===== src/rtl/core/rtsdf_pkg.sv =====
// rtsdf_pkg: shared types and constants of the tsdf measurement block
// used by rtsdf_front, rtsdf_back and rtp_tsdf_measure; depends on nothing
`default_nettype none

package rtsdf_pkg;

  // field widths fixed by the packet format
  localparam int unsigned TS_W    = 32;
  localparam int unsigned FS_W    = 16;
  localparam int unsigned US_W    = 63;
  localparam int unsigned WIN_W   = 26;
  // clock_rate * channel_count * bytes per sample fits in 27 bits
  localparam int unsigned NUM_W   = 27;
  localparam int unsigned CRATE_W = 18;
  localparam int unsigned CHAN_W  = 7;
  localparam int unsigned FMT_W   = 2;
  localparam int unsigned CFG_IDX_W = 2;
  localparam int unsigned CFG_DATA_W = 18;

  localparam logic [WIN_W-1:0] WIN_MAX = '1;

  // sample format codes
  localparam logic [FMT_W-1:0] FMT_L16 = 2'd0;
  localparam logic [FMT_W-1:0] FMT_L24 = 2'd1;

  // register indexes of the configuration port
  localparam logic [CFG_IDX_W-1:0] CFG_CLOCK_RATE    = 2'd0;
  localparam logic [CFG_IDX_W-1:0] CFG_CHANNEL_COUNT = 2'd1;
  localparam logic [CFG_IDX_W-1:0] CFG_SAMPLE_FORMAT = 2'd2;

  typedef struct packed {
    logic [CRATE_W-1:0] clock_rate;
    logic [CHAN_W-1:0]  channel_count;
    logic [FMT_W-1:0]   sample_format;
  } cfg_t;

  // fixed part of a queued packet; the delay travels beside it
  typedef struct packed {
    logic [TS_W-1:0]  delta;
    logic             crossed;
    logic [NUM_W-1:0] numerator;
    logic [FS_W-1:0]  frame_size;
  } q_item_t;

  typedef enum logic [4:0] {
    ST_IDLE = 5'b00001,
    ST_DIV  = 5'b00010,
    ST_WIN  = 5'b00100,
    ST_UPD  = 5'b01000,
    ST_FIN  = 5'b10000
  } back_state_t;

endpackage

`default_nettype wire


===== src/rtl/core/rtsdf_fifo.sv =====
// rtsdf_fifo: two-entry queue between the packet front end and the back end
// generic data width; uses no package
`default_nettype none

module rtsdf_fifo #(
  parameter int unsigned DATA_W = 8
) (
  input  wire logic              clk,
  input  wire logic              rst,
  input  wire logic              push,
  input  wire logic [DATA_W-1:0] push_data,
  output logic                   not_full,
  output logic                   not_empty,
  input  wire logic              pop,
  output logic [DATA_W-1:0]      pop_data
);

  logic [DATA_W-1:0] mem [2];
  logic              wr_ptr;
  logic              rd_ptr;
  logic [1:0]        count;

  assign not_full  = (count != 2'd2);
  assign not_empty = (count != 2'd0);
  assign pop_data  = mem[rd_ptr];

  always_ff @(posedge clk) begin
    if (push) begin
      mem[wr_ptr] <= push_data;
    end
  end

  always_ff @(posedge clk) begin
    if (rst) begin
      wr_ptr <= 1'b0;
      rd_ptr <= 1'b0;
      count  <= 2'd0;
    end else begin
      if (push) begin
        wr_ptr <= ~wr_ptr;
      end
      if (pop) begin
        rd_ptr <= ~rd_ptr;
      end
      if (push && !pop) begin
        count <= count + 2'd1;
      end else if (pop && !push) begin
        count <= count - 2'd1;
      end
    end
  end

endmodule

`default_nettype wire


===== src/rtl/core/rtsdf_front.sv =====
// rtsdf_front: accepts packets, tracks the rtp timestamp and classifies by format
// depends on rtsdf_pkg
`default_nettype none

module rtsdf_front
  import rtsdf_pkg::*;
#(
  parameter int unsigned TIME_BITS = 64
) (
  input  wire logic                  clk,
  input  wire logic                  rst,
  input  wire cfg_t                  cfg,
  input  wire logic                  in_valid,
  output logic                       in_ready,
  input  wire logic [US_W-1:0]       presentation_us,
  input  wire logic [US_W-1:0]       transmission_us,
  input  wire logic [TS_W-1:0]       rtp_timestamp,
  input  wire logic [FS_W-1:0]       frame_size,
  input  wire logic                  q_not_full,
  output logic                       q_push,
  output q_item_t                    q_item,
  output logic [TIME_BITS-1:0]       q_delay
);

  logic [TS_W-1:0]            last_timestamp;
  logic                       fmt_ok;
  logic [CRATE_W+CHAN_W-1:0]  prod;
  logic [NUM_W-1:0]           prod_ext;
  logic [63:0]                diff;

  assign in_ready = q_not_full;

  always_comb begin
    prod     = CRATE_W'(cfg.clock_rate) * (CRATE_W+CHAN_W)'(cfg.channel_count);
    prod_ext = NUM_W'(prod);
    fmt_ok   = 1'b1;
    q_item.numerator = '0;
    unique case (cfg.sample_format)
      FMT_L16: q_item.numerator = prod_ext << 1;
      FMT_L24: q_item.numerator = (prod_ext << 1) + prod_ext;
      default: fmt_ok = 1'b0;
    endcase
    q_item.delta      = rtp_timestamp - last_timestamp;
    q_item.crossed    = (last_timestamp > rtp_timestamp);
    q_item.frame_size = frame_size;
    diff    = {1'b0, presentation_us} - {1'b0, transmission_us};
    q_delay = diff[TIME_BITS-1:0];
  end

  // other formats still move the timestamp but are dropped here
  assign q_push = in_valid && in_ready && fmt_ok;

  always_ff @(posedge clk) begin
    if (rst) begin
      last_timestamp <= '0;
    end else if (in_valid && in_ready) begin
      last_timestamp <= rtp_timestamp;
    end
  end

endmodule

`default_nettype wire


===== src/rtl/core/rtsdf_back.sv =====
// rtsdf_back: window length divider, deviation tracking and result register
// depends on rtsdf_pkg
`default_nettype none

module rtsdf_back
  import rtsdf_pkg::*;
#(
  parameter int unsigned TIME_BITS = 64
) (
  input  wire logic                    clk,
  input  wire logic                    rst,
  input  wire logic                    q_not_empty,
  output logic                         q_pop,
  input  wire q_item_t                 q_item,
  input  wire logic [TIME_BITS-1:0]    q_delay,
  output logic                         out_valid,
  input  wire logic                    out_ready,
  output logic signed [TS_W-1:0]       timestamp_delta,
  output logic                         epoch_crossed,
  output logic [US_W-1:0]              tsdf_us,
  output logic signed [63:0]           latency_us
);

  localparam logic signed [63:0] S64_MIN = {1'b1, {63{1'b0}}};
  localparam logic signed [63:0] S64_MAX = {1'b0, {63{1'b1}}};

  back_state_t        state;
  logic [TS_W-1:0]    delta;
  logic               crossed;
  logic signed [63:0] delay;
  logic [FS_W-1:0]    fsize;
  logic [FS_W-1:0]    rem;
  logic [NUM_W-1:0]   quo;
  logic [4:0]         bit_cnt;
  logic signed [63:0] dev;

  logic               ref_valid;
  logic signed [63:0] ref_delay;
  logic signed [63:0] dev_max;
  logic signed [63:0] dev_min;
  logic [WIN_W-1:0]   win_cnt;
  logic [US_W-1:0]    delay_factor;

  logic [FS_W:0]      trial;
  logic               ge;
  logic [WIN_W-1:0]   win;
  logic               restart;
  logic [64:0]        spread_diff;
  logic [US_W-1:0]    spread;
  logic [64:0]        dev_diff;
  logic signed [63:0] dev_sat;
  logic               out_load;

  always_comb begin
    // one restoring division step
    trial = {rem, quo[NUM_W-1]};
    ge    = (trial >= {1'b0, fsize});

    win     = (quo > NUM_W'(WIN_MAX)) ? WIN_MAX : quo[WIN_W-1:0];
    restart = !ref_valid || (win_cnt == win);

    spread_diff = {dev_max[63], dev_max} - {dev_min[63], dev_min};
    if (spread_diff[64]) begin
      spread = '0;
    end else if (spread_diff[63]) begin
      spread = '1;
    end else begin
      spread = spread_diff[US_W-1:0];
    end

    dev_diff = {delay[63], delay} - {ref_delay[63], ref_delay};
    if (dev_diff[64] != dev_diff[63]) begin
      dev_sat = dev_diff[64] ? S64_MIN : S64_MAX;
    end else begin
      dev_sat = dev_diff[63:0];
    end
  end

  assign q_pop    = (state == ST_IDLE) && q_not_empty;
  assign out_load = (state == ST_FIN) && (!out_valid || out_ready);

  always_ff @(posedge clk) begin
    if (rst) begin
      state        <= ST_IDLE;
      ref_valid    <= 1'b0;
      ref_delay    <= '0;
      dev_max      <= S64_MIN;
      dev_min      <= S64_MAX;
      win_cnt      <= '0;
      delay_factor <= '0;
    end else begin
      unique case (state)
        ST_IDLE: begin
          if (q_not_empty) begin
            rem     <= '0;
            bit_cnt <= 5'(NUM_W - 1);
            if (q_item.frame_size == '0) begin
              quo   <= NUM_W'(WIN_MAX);
              state <= ST_WIN;
            end else begin
              quo   <= q_item.numerator;
              state <= ST_DIV;
            end
          end
        end
        ST_DIV: begin
          rem     <= ge ? FS_W'(trial - {1'b0, fsize}) : trial[FS_W-1:0];
          quo     <= {quo[NUM_W-2:0], ge};
          bit_cnt <= bit_cnt - 5'd1;
          if (bit_cnt == 5'd0) begin
            state <= ST_WIN;
          end
        end
        ST_WIN: begin
          if (restart) begin
            delay_factor <= spread;
            ref_delay    <= delay;
            ref_valid    <= 1'b1;
            dev_max      <= S64_MIN;
            dev_min      <= S64_MAX;
            win_cnt      <= WIN_W'(1);
            state        <= ST_FIN;
          end else begin
            dev     <= dev_sat;
            win_cnt <= win_cnt + WIN_W'(1);
            state   <= ST_UPD;
          end
        end
        ST_UPD: begin
          if (dev > dev_max) begin
            dev_max <= dev;
          end
          if (dev < dev_min) begin
            dev_min <= dev;
          end
          state <= ST_FIN;
        end
        ST_FIN: begin
          if (out_load) begin
            state <= ST_IDLE;
          end
        end
        default: state <= ST_IDLE;
      endcase
    end
  end

  // per-packet payload captured at pop
  always_ff @(posedge clk) begin
    if (q_pop) begin
      delta   <= q_item.delta;
      crossed <= q_item.crossed;
      delay   <= 64'($signed(q_delay));
      fsize   <= q_item.frame_size;
    end
  end

  // result register
  always_ff @(posedge clk) begin
    if (rst) begin
      out_valid <= 1'b0;
    end else if (out_load) begin
      out_valid <= 1'b1;
    end else if (out_ready) begin
      out_valid <= 1'b0;
    end
  end

  always_ff @(posedge clk) begin
    if (out_load) begin
      timestamp_delta <= delta;
      epoch_crossed   <= crossed;
      tsdf_us         <= delay_factor;
      latency_us      <= delay;
    end
  end

endmodule

`default_nettype wire


===== src/rtl/core/rtp_tsdf_measure.sv =====
// rtp_tsdf_measure: top level of the timestamped delay factor measurement
// depends on rtsdf_pkg, rtsdf_front, rtsdf_fifo, rtsdf_back
`default_nettype none

// timestamped delay factor (tsdf) of an audio rtp stream. each input word is
// one received packet; every packet of format l16 or l24 yields one output
// word with the wrapped rtp timestamp delta, an epoch crossing flag, the
// latency (presentation minus transmission, wrapped to TIME_BITS and sign
// extended) and the tsdf of the last completed window. packets of any other
// format update the timestamp tracking and yield no output word. the front
// end takes a packet every cycle while its two-entry queue has room; the back
// end works on one packet at a time: it pops the packet, runs the bit-serial
// window length divider (skipped for a zero frame size), makes the window
// decision, updates the deviation (skipped when a window restarts) and loads
// the output register, which waits while the receiver holds off; only then
// does it pop the next packet. configuration writes are taken every cycle and
// must only be made while no packet is in flight.
module rtp_tsdf_measure
  import rtsdf_pkg::*;
#(
  parameter int unsigned TIME_BITS = 64
) (
  input  wire logic                  clk,
  input  wire logic                  rst,
  // configuration write channel
  input  wire logic                  cfg_valid,
  output logic                       cfg_ready,
  input  wire logic [CFG_IDX_W-1:0]  cfg_index,
  input  wire logic [CFG_DATA_W-1:0] cfg_data,
  // packet input channel
  input  wire logic                  in_valid,
  output logic                       in_ready,
  input  wire logic [US_W-1:0]       presentation_us,
  input  wire logic [US_W-1:0]       transmission_us,
  input  wire logic [TS_W-1:0]       rtp_timestamp,
  input  wire logic [FS_W-1:0]       frame_size,
  // result output channel
  output logic                       out_valid,
  input  wire logic                  out_ready,
  output logic signed [TS_W-1:0]     timestamp_delta,
  output logic                       epoch_crossed,
  output logic [US_W-1:0]            tsdf_us,
  output logic signed [63:0]         latency_us
);

  localparam int unsigned Q_W = $bits(q_item_t) + TIME_BITS;

  cfg_t                 cfg;
  logic                 q_push;
  logic                 q_pop;
  logic                 q_not_full;
  logic                 q_not_empty;
  q_item_t              front_item;
  logic [TIME_BITS-1:0] front_delay;
  logic [Q_W-1:0]       q_rd_data;
  q_item_t              back_item;
  logic [TIME_BITS-1:0] back_delay;

  // registers are always writable; writes to the unused index are dropped
  assign cfg_ready = 1'b1;

  always_ff @(posedge clk) begin
    if (rst) begin
      cfg.clock_rate    <= CRATE_W'(48000);
      cfg.channel_count <= CHAN_W'(2);
      cfg.sample_format <= FMT_L24;
    end else if (cfg_valid && cfg_ready) begin
      unique case (cfg_index)
        CFG_CLOCK_RATE:    cfg.clock_rate    <= cfg_data[CRATE_W-1:0];
        CFG_CHANNEL_COUNT: cfg.channel_count <= cfg_data[CHAN_W-1:0];
        CFG_SAMPLE_FORMAT: cfg.sample_format <= cfg_data[FMT_W-1:0];
        default: ;
      endcase
    end
  end

  // front end: timestamp tracking, latency and window numerator
  rtsdf_front #(
    .TIME_BITS (TIME_BITS)
  ) u_front (
    .clk             (clk),
    .rst             (rst),
    .cfg             (cfg),
    .in_valid        (in_valid),
    .in_ready        (in_ready),
    .presentation_us (presentation_us),
    .transmission_us (transmission_us),
    .rtp_timestamp   (rtp_timestamp),
    .frame_size      (frame_size),
    .q_not_full      (q_not_full),
    .q_push          (q_push),
    .q_item          (front_item),
    .q_delay         (front_delay)
  );

  // short queue so the front end keeps taking packets while the back end works
  rtsdf_fifo #(
    .DATA_W (Q_W)
  ) u_fifo (
    .clk       (clk),
    .rst       (rst),
    .push      (q_push),
    .push_data ({front_item, front_delay}),
    .not_full  (q_not_full),
    .not_empty (q_not_empty),
    .pop       (q_pop),
    .pop_data  (q_rd_data)
  );

  assign back_item  = q_rd_data[Q_W-1:TIME_BITS];
  assign back_delay = q_rd_data[TIME_BITS-1:0];

  // back end: serial divider, window restart and min/max deviation
  rtsdf_back #(
    .TIME_BITS (TIME_BITS)
  ) u_back (
    .clk             (clk),
    .rst             (rst),
    .q_not_empty     (q_not_empty),
    .q_pop           (q_pop),
    .q_item          (back_item),
    .q_delay         (back_delay),
    .out_valid       (out_valid),
    .out_ready       (out_ready),
    .timestamp_delta (timestamp_delta),
    .epoch_crossed   (epoch_crossed),
    .tsdf_us         (tsdf_us),
    .latency_us      (latency_us)
  );

endmodule

`default_nettype wire


===== config.mk =====
export PLATFORM = sky130hd
export DESIGN_NAME = rtp_tsdf_measure
export DESIGN_NICKNAME = d
export VERILOG_FILES = /design/src/rtl/core/rtsdf_pkg.sv /design/src/rtl/core/rtsdf_fifo.sv /design/src/rtl/core/rtsdf_front.sv /design/src/rtl/core/rtsdf_back.sv /design/src/rtl/core/rtp_tsdf_measure.sv
export SDC_FILE = /design/constraint.sdc
export NUM_CORES = 2
export LEC_CHECK = 0
export BUFFER_PORTS_ARGS = -buffer_cell sky130_fd_sc_hd__buf_2
export CELL_PAD_IN_SITES_DETAIL_PLACEMENT = 0
export CELL_PAD_IN_SITES_GLOBAL_PLACEMENT = 2
export CORE_UTILIZATION = 30
export CTS_CLUSTER_DIAMETER = 200
export DETAILED_ROUTE_END_ITERATION = 8
export GPL_ROUTABILITY_DRIVEN = 0
export PLACE_DENSITY_LB_ADDON = 0.05
export SYNTH_ARGS = -nofsm -noshare
export SYNTH_HDL_FRONTEND = slang
export SYNTH_SLANG_ARGS = --single-unit

===== constraint.sdc =====
create_clock -name clk -period 19.54 [get_ports clk]
set_input_delay 0.977 -clock clk [delete_from_list [all_inputs] [get_ports clk]]
set_output_delay 0.977 -clock clk [all_outputs]
set_load 0.01 [all_outputs]

* Word level (Yosys, flattened, before mapping)
Memory sizes are Yosys's and may differ from the RTL's. A register that Yosys moved wholly into a read port is not among the register bits.
Cells that the tools add are included.
** Operators by class
- Bitwise logic cells :: 4
- Reductions and logical operators :: 31
- Muxes and demuxes :: 36
- Eq/ne operators :: 17
- Add/subtract/negate cells :: 10
- Multiply operators :: 1
- Order comparisons :: 5
** Operator list (count)
- 64-bit 2-to-1 mux :: 6
- 64-bit one-hot mux with 2 select lines :: 2
- 64-bit by 64-bit subtractor with 65-bit output :: 2
- 63-bit 2-to-1 mux :: 2
- 27-bit one-hot mux with 2 select lines :: 2
- 64-bit greater-than comparator :: 1
- 64-bit < comparator :: 1
- 63-bit by 63-bit subtractor with 64-bit output :: 1
- 27-bit 2-to-1 mux :: 2
- 26-bit 2-to-1 mux :: 2
- 32-bit greater-than comparator :: 1
- 16-bit 2-to-1 mux :: 2
- 16-bit one-hot mux with 2 select lines :: 1
- 32-bit subtractor :: 1
- 26-bit by 25-bit adder with 27-bit output :: 1
- 27-bit by 26-bit greater-than comparator with 1-bit output (second input constant) :: 1
- 26-bit by 1-bit adder with 26-bit output (second input constant) :: 1
- 26-bit == test :: 1
- 18-bit by 7-bit multiplier with 25-bit output :: 1
- 5-bit 2-to-1 mux :: 5
- 5-bit one-hot mux with 5 select lines :: 1
- 17-bit by 16-bit greater-or-equal comparator with 1-bit output :: 1
- 16-bit zero test :: 1
- 16-bit subtractor :: 1
- other kinds (27) :: 64
** Storage, ports and cells
- Memories :: 1
- Output and inout bits :: 163
- Bits in registers :: 736
- Word-level logic and storage cells :: 132
- Memory bits (writable) :: 280
** Memory list
- u_fifo.mem :: depth 2, bits a word 140, read ports 1, clocked after Yosys merged registers in 1, wr ports 1, RTL line rtsdf_fifo.sv:18 : logic [DATA_W-1:0] mem [2];

* Logic depth before layout (Yosys ltp)
- Depth after elaboration :: 8
- Depth in mapped cells :: 31

* Hierarchy
Synthesis repeated with hierarchy kept, for this count alone.
** Second synthesis, totals
- Cells, all modules :: 5716
- Area, all modules :: 59647.2 µm²
** By module, submodules not included
- rtsdf_back :: cells each 3440, area each 35293.8 µm², times used 1, sequential area each 17326.6 µm²
- rtsdf_front :: cells each 1704, area each 12469.5 µm², times used 1, sequential area each 640.6 µm²
- rtsdf_fifo :: cells each 458, area each 10726.5 µm², times used 1, sequential area each 8508.2 µm²
- rtp_tsdf_measure :: cells each 114, area each 1157.4 µm², times used 1, sequential area each 540.5 µm²

* Worst setup path before layout
Ideal clock, no wire load.
- Kind :: input-to-reg
- Start :: in in_valid
- End :: mem u_fifo.mem[0][0] (netlist bit) (enable)
- Data required time :: 18730 ps
- Buffers on the path :: 1
- Arrival time :: 10763 ps
- Stages :: 3
- Library setup time :: 810 ps
- Path slack :: 7966 ps
- Cell sequence :: nand2_1 clkbuf_1 nor3_1
** On the way
- Word-level cells in the longest chain between the ends :: 4
** RTL lines
- from (decl) :: RTL line rtp_tsdf_measure.sv:31 : input wire logic in_valid,
- 1-bit logical AND (2 in series) :: RTL line rtsdf_front.sv:51 : assign q_push = in_valid && in_ready && fmt_ok;
- 1-bit 2-to-1 mux :: RTL line rtsdf_fifo.sv:28 : if (push) begin
- 1-bit 2-to-1 mux (implied by the code) :: RTL line rtsdf_fifo.sv:29 : mem[wr_ptr] <= push_data;
- to (decl) :: RTL line rtsdf_fifo.sv:18
No other way between the ends.

==> summary.md <==
The logs give 92 for the largest net degree at the start of global routing and 19500 for the number of fillers in the final layout. After layout, the minimum clock period comes to 7630 ps. The simple-gate area share of the yosys netlist came out at 0.129. TritonCTS built the clock tree.

The number of global-route vias before repair was 42800; the synthesized area per cell was 10.1 sq um. The final period utilization was 0.391; the vias after detailed routing was 42300. The maximum cell stage delay along the critical path was 740 ps. Timing would allow up to 131 MHz. The die covers 195000 sq um. Row generation in the floorplan step produced 160 rows. Max-cap violations in this run came to 0. Fraction of registers with async set or reset after synthesis: 0. The count of final hold-check violations is 0.

Measured along the x axis, the die boundary spans 441 um. The cell sitting at the root of the clock tree is a sky130_fd_sc_hd__clkbuf_16. STA puts the critical path data arrival time at 8120 ps. Worst min-delay path class: input port to flop. For the number of pins with negative max-slew slack in the final report, the log shows 0.

By area, the combinational part of the netlist is dominated by compound AO/OA/AOI/OAI gates. For the final database, setup skew stands at 32.9 ps. The run finished with clean final reports. Post-CTS timing repair inserted 0 buffers for setup. The number of instances resized during post-cts repair came out at 0. In this run, post-CTS hold repair placed 0 buffers. For the violation count after the first detailed-routing iteration, the log shows 1949.

The power density over cell area was 116 nW/um^2; the count of port buffers added during placement was 360. For this design, the sink count on the clock tree is 1017. The run gives 0.281 as the relative max-transition margin. The critical path endpoint category was a flop. The tools report the clock network latency to the later pin of the worst-skew pair as 760 ps. The total of endpoints with negative setup slack in the final report was 0. After detailed routing, the number of remaining DRC violations is 0.

VDD sags by at most 81.7 uV. Synthesis produced 5752 cells. The overall global routing resource usage is 0.178, and the number of synthesized flops with an enable pin is 665. The complex-gate fraction of the synthesized area came out at 0.155. The wire length per cell after detailed routing is 20.2 um. The first global-routing pass estimated 267 mm of wire.

For this run the aggregate overflow at the end of global routing stands at 0. Wires add up to 175 mm. Core utilization of the finished layout: 0.349.

Master of the slowest instance on the critical path: sky130_fd_sc_hd__dfxtp_1. The via count normalized by instance count came out at 4.88. The most used flip-flop cell after synthesis is sky130_fd_sc_hd__edfxtp_1. The fraction of layout instances using a drive strength above 1 works out to 0.126. Synthesized net count: 6473. The worst setup path is launched from a flop. Detailed placement finished with a half-perimeter wire length of 133 mm. The logs give 3 for the clock tree buffer depth and 0 for the yosys synthesis warning count. In this run the worst path has a maximum fanout of 19.

Setup repair after global routing left no endpoint under its margin. The most numerous cell type found on the critical path is sky130_fd_sc_hd__fa_1. For the worst setup path, the data required time is 20030 ps. In this run the vertical extent of the chip is 441 um. For the number of buffers added by the clock tree synthesis step, the log shows 120. In this run the remaining antenna-violating nets after routing total 0. The clock-pin slew on the worst setup and hold paths was 60 ps. The number of antenna violations at the first check in global routing came out at 7. The layout overhead on the synthesized area is 15.0%, and the synthesized-area fraction occupied by adder cells is 0.124. The tools report the number of nets in the layout as 6764. Yosys mapped the design onto 91 distinct sky130hd cell types.

Before antenna repair, the detailed router went through 5 iterations. The fraction of synthesized cell area in xor and xnor cells works out to 0.0442. The portion of the post-synthesis area used by sequential elements was 0.466. The multiplexer fraction of the synthesized cell area is 0.0340. Overall power consumption after layout is estimated at 0.00771 W. Pin placement for this block handled 362 I/O pins.

CTS built an H-tree with a depth of 3. The cell area that synthesis handed to floorplanning was 57900 sq um. Synthesis inferred 1017 register bits. The transition time at the pin with the least slew margin was 1060 ps.

Initial standard-cell utilization of the core: 0.303. The critical path is of the flop to flop type. The analysis attributes to cell leakage a power of 27.5 nW. The core region area is 191000 sq um, and the sum of negative setup slack is 0 ps.
registers in the layout (all words and copies together), names as in the netlist, 26 cells and up, named ones only:
signal	count
u_back.delta	32
u_back.latency_us	64
u_back.dev	64
cfg	27
u_back.delay	64
u_back.delay_factor	63
u_back.dev_max	64
u_back.timestamp_delta	32
u_fifo.mem	280
u_back.quo	27
u_back.win_cnt	26
u_back.tsdf_us	63
u_back.dev_min	64
u_back.ref_delay	64
u_front.last_timestamp	32
Yosys cell counts, drive strengths merged, types with 57 or more instances:
master / n / area, sq um
nand3: 81 / 405
o21ai: 232 / 1160
xnor2: 181 / 1590
dfxtp: 352 / 7050
a22o: 65 / 569
o21bai: 57 / 428
mux2: 116 / 1310
nand4: 76 / 482
fa: 85 / 1700
a21oi: 554 / 2770
clkbuf: 196 / 736
and2: 109 / 682
inv: 479 / 1800
nor2: 410 / 1540
xor2: 108 / 946
edfxtp: 665 / 20000
ha: 437 / 5470
nand2: 516 / 1940
a21o: 162 / 1220
mux2i: 66 / 661
nor3: 201 / 1020
report_power, final:
group	total, W	internal (W)	switching, W
registers	0.00303	0.00282	0.000214
logic	0.00230	0.000868	0.00144
clock network	0.00238	0.00142	0.000962
routing by layer:
layer / up-vias / GRT usage / part of all wire
li1: 21200 / - / -
met1: 20400 / 0.240 / 0.48
met2: 506 / 0.304 / 0.48
met3: 187 / 0.0197 / 0.023
met4: 0 / 0.0383 / 0.020
met5: - / 0 / 0
worst paths after layout:
check,to,depth (start not counted),slack (ps),startpoint
worst max-delay path,u_fifo.mem[0][101]$_DFFE_PP_,28,11910,cfg[8]$_SDFFE_PP0P_
worst min-delay path,u_fifo.mem[0][72]$_DFFE_PP_,1,410,frame_size[8]
worst max register to register,u_fifo.mem[0][101]$_DFFE_PP_,28,11910,cfg[8]$_SDFFE_PP0P_
worst min register to register,u_back.timestamp_delta[10]$_DFFE_PP_,0,420,u_back.delta[10]$_DFFE_PP_
cell families after synthesis:
family	after synthesis
xor+xnor	290
fa+ha+maj	526
simple gates	1606
compound gates	1415
other cells	1
mux	182
buf+inv	715
flops	1017
metrics by stage:
step / area (sq um) / hold slack [ps] / cells / worst slack (ps)
2_1_floorplan: 57900 / 400 / 5752 / 7970
3_3_place_gp: 62400 / 401 / 8432 / 11820
3_5_place_dp: 62400 / 405 / 8432 / 11830
4_1_cts: 66600 / 334 / 8661 / 11780
5_1_grt: 66600 / 350 / 8663 / 11380
6_report: 66600 / 413 / 8664 / 11910
layout make-up:
| class | count | area, sq um | share of cell area |
|---|---|---|---|
| Clock inverter | 77 | 947 | 0.0142 |
| Antenna cell | 3 | 7.51 | 0.000113 |
| Tap cell | 2511 | 3140 | 0.0472 |
| Clock buffer | 152 | 3250 | 0.0488 |
| Timing Repair Buffer | 405 | 2150 | 0.0323 |
| Inverter | 479 | 1800 | 0.0271 |
| Sequential cell | 1017 | 27000 | 0.406 |
| Multi-Input combinational cell | 4020 | 28300 | 0.425 |
critical path, delay by kind of cell (launching register included):
kind	cells	cell delay, ps
flops	1	740
simple gates	11	1530
xor+xnor	1	300
buf+inv	3	150
compound gates	7	1830
fa+ha+maj	6	2800
layout by cell type, fill, tap and decap left out, types with 106 or more instances in the layout:
master	instances
sky130_fd_sc_hd__edfxtp_1	665
sky130_fd_sc_hd__a21oi_1	552
sky130_fd_sc_hd__nand2_1	515
sky130_fd_sc_hd__inv_1	478
sky130_fd_sc_hd__ha_1	437
sky130_fd_sc_hd__nor2_1	408
sky130_fd_sc_hd__buf_2	359
sky130_fd_sc_hd__dfxtp_1	351
sky130_fd_sc_hd__o21ai_0	227
sky130_fd_sc_hd__nor3_1	197
sky130_fd_sc_hd__xnor2_1	179
sky130_fd_sc_hd__a21o_1	162
sky130_fd_sc_hd__clkbuf_16	124
sky130_fd_sc_hd__mux2_2	115
sky130_fd_sc_hd__xor2_1	108
sky130_fd_sc_hd__and2_1	106
(Power assumes the default switching activity.)
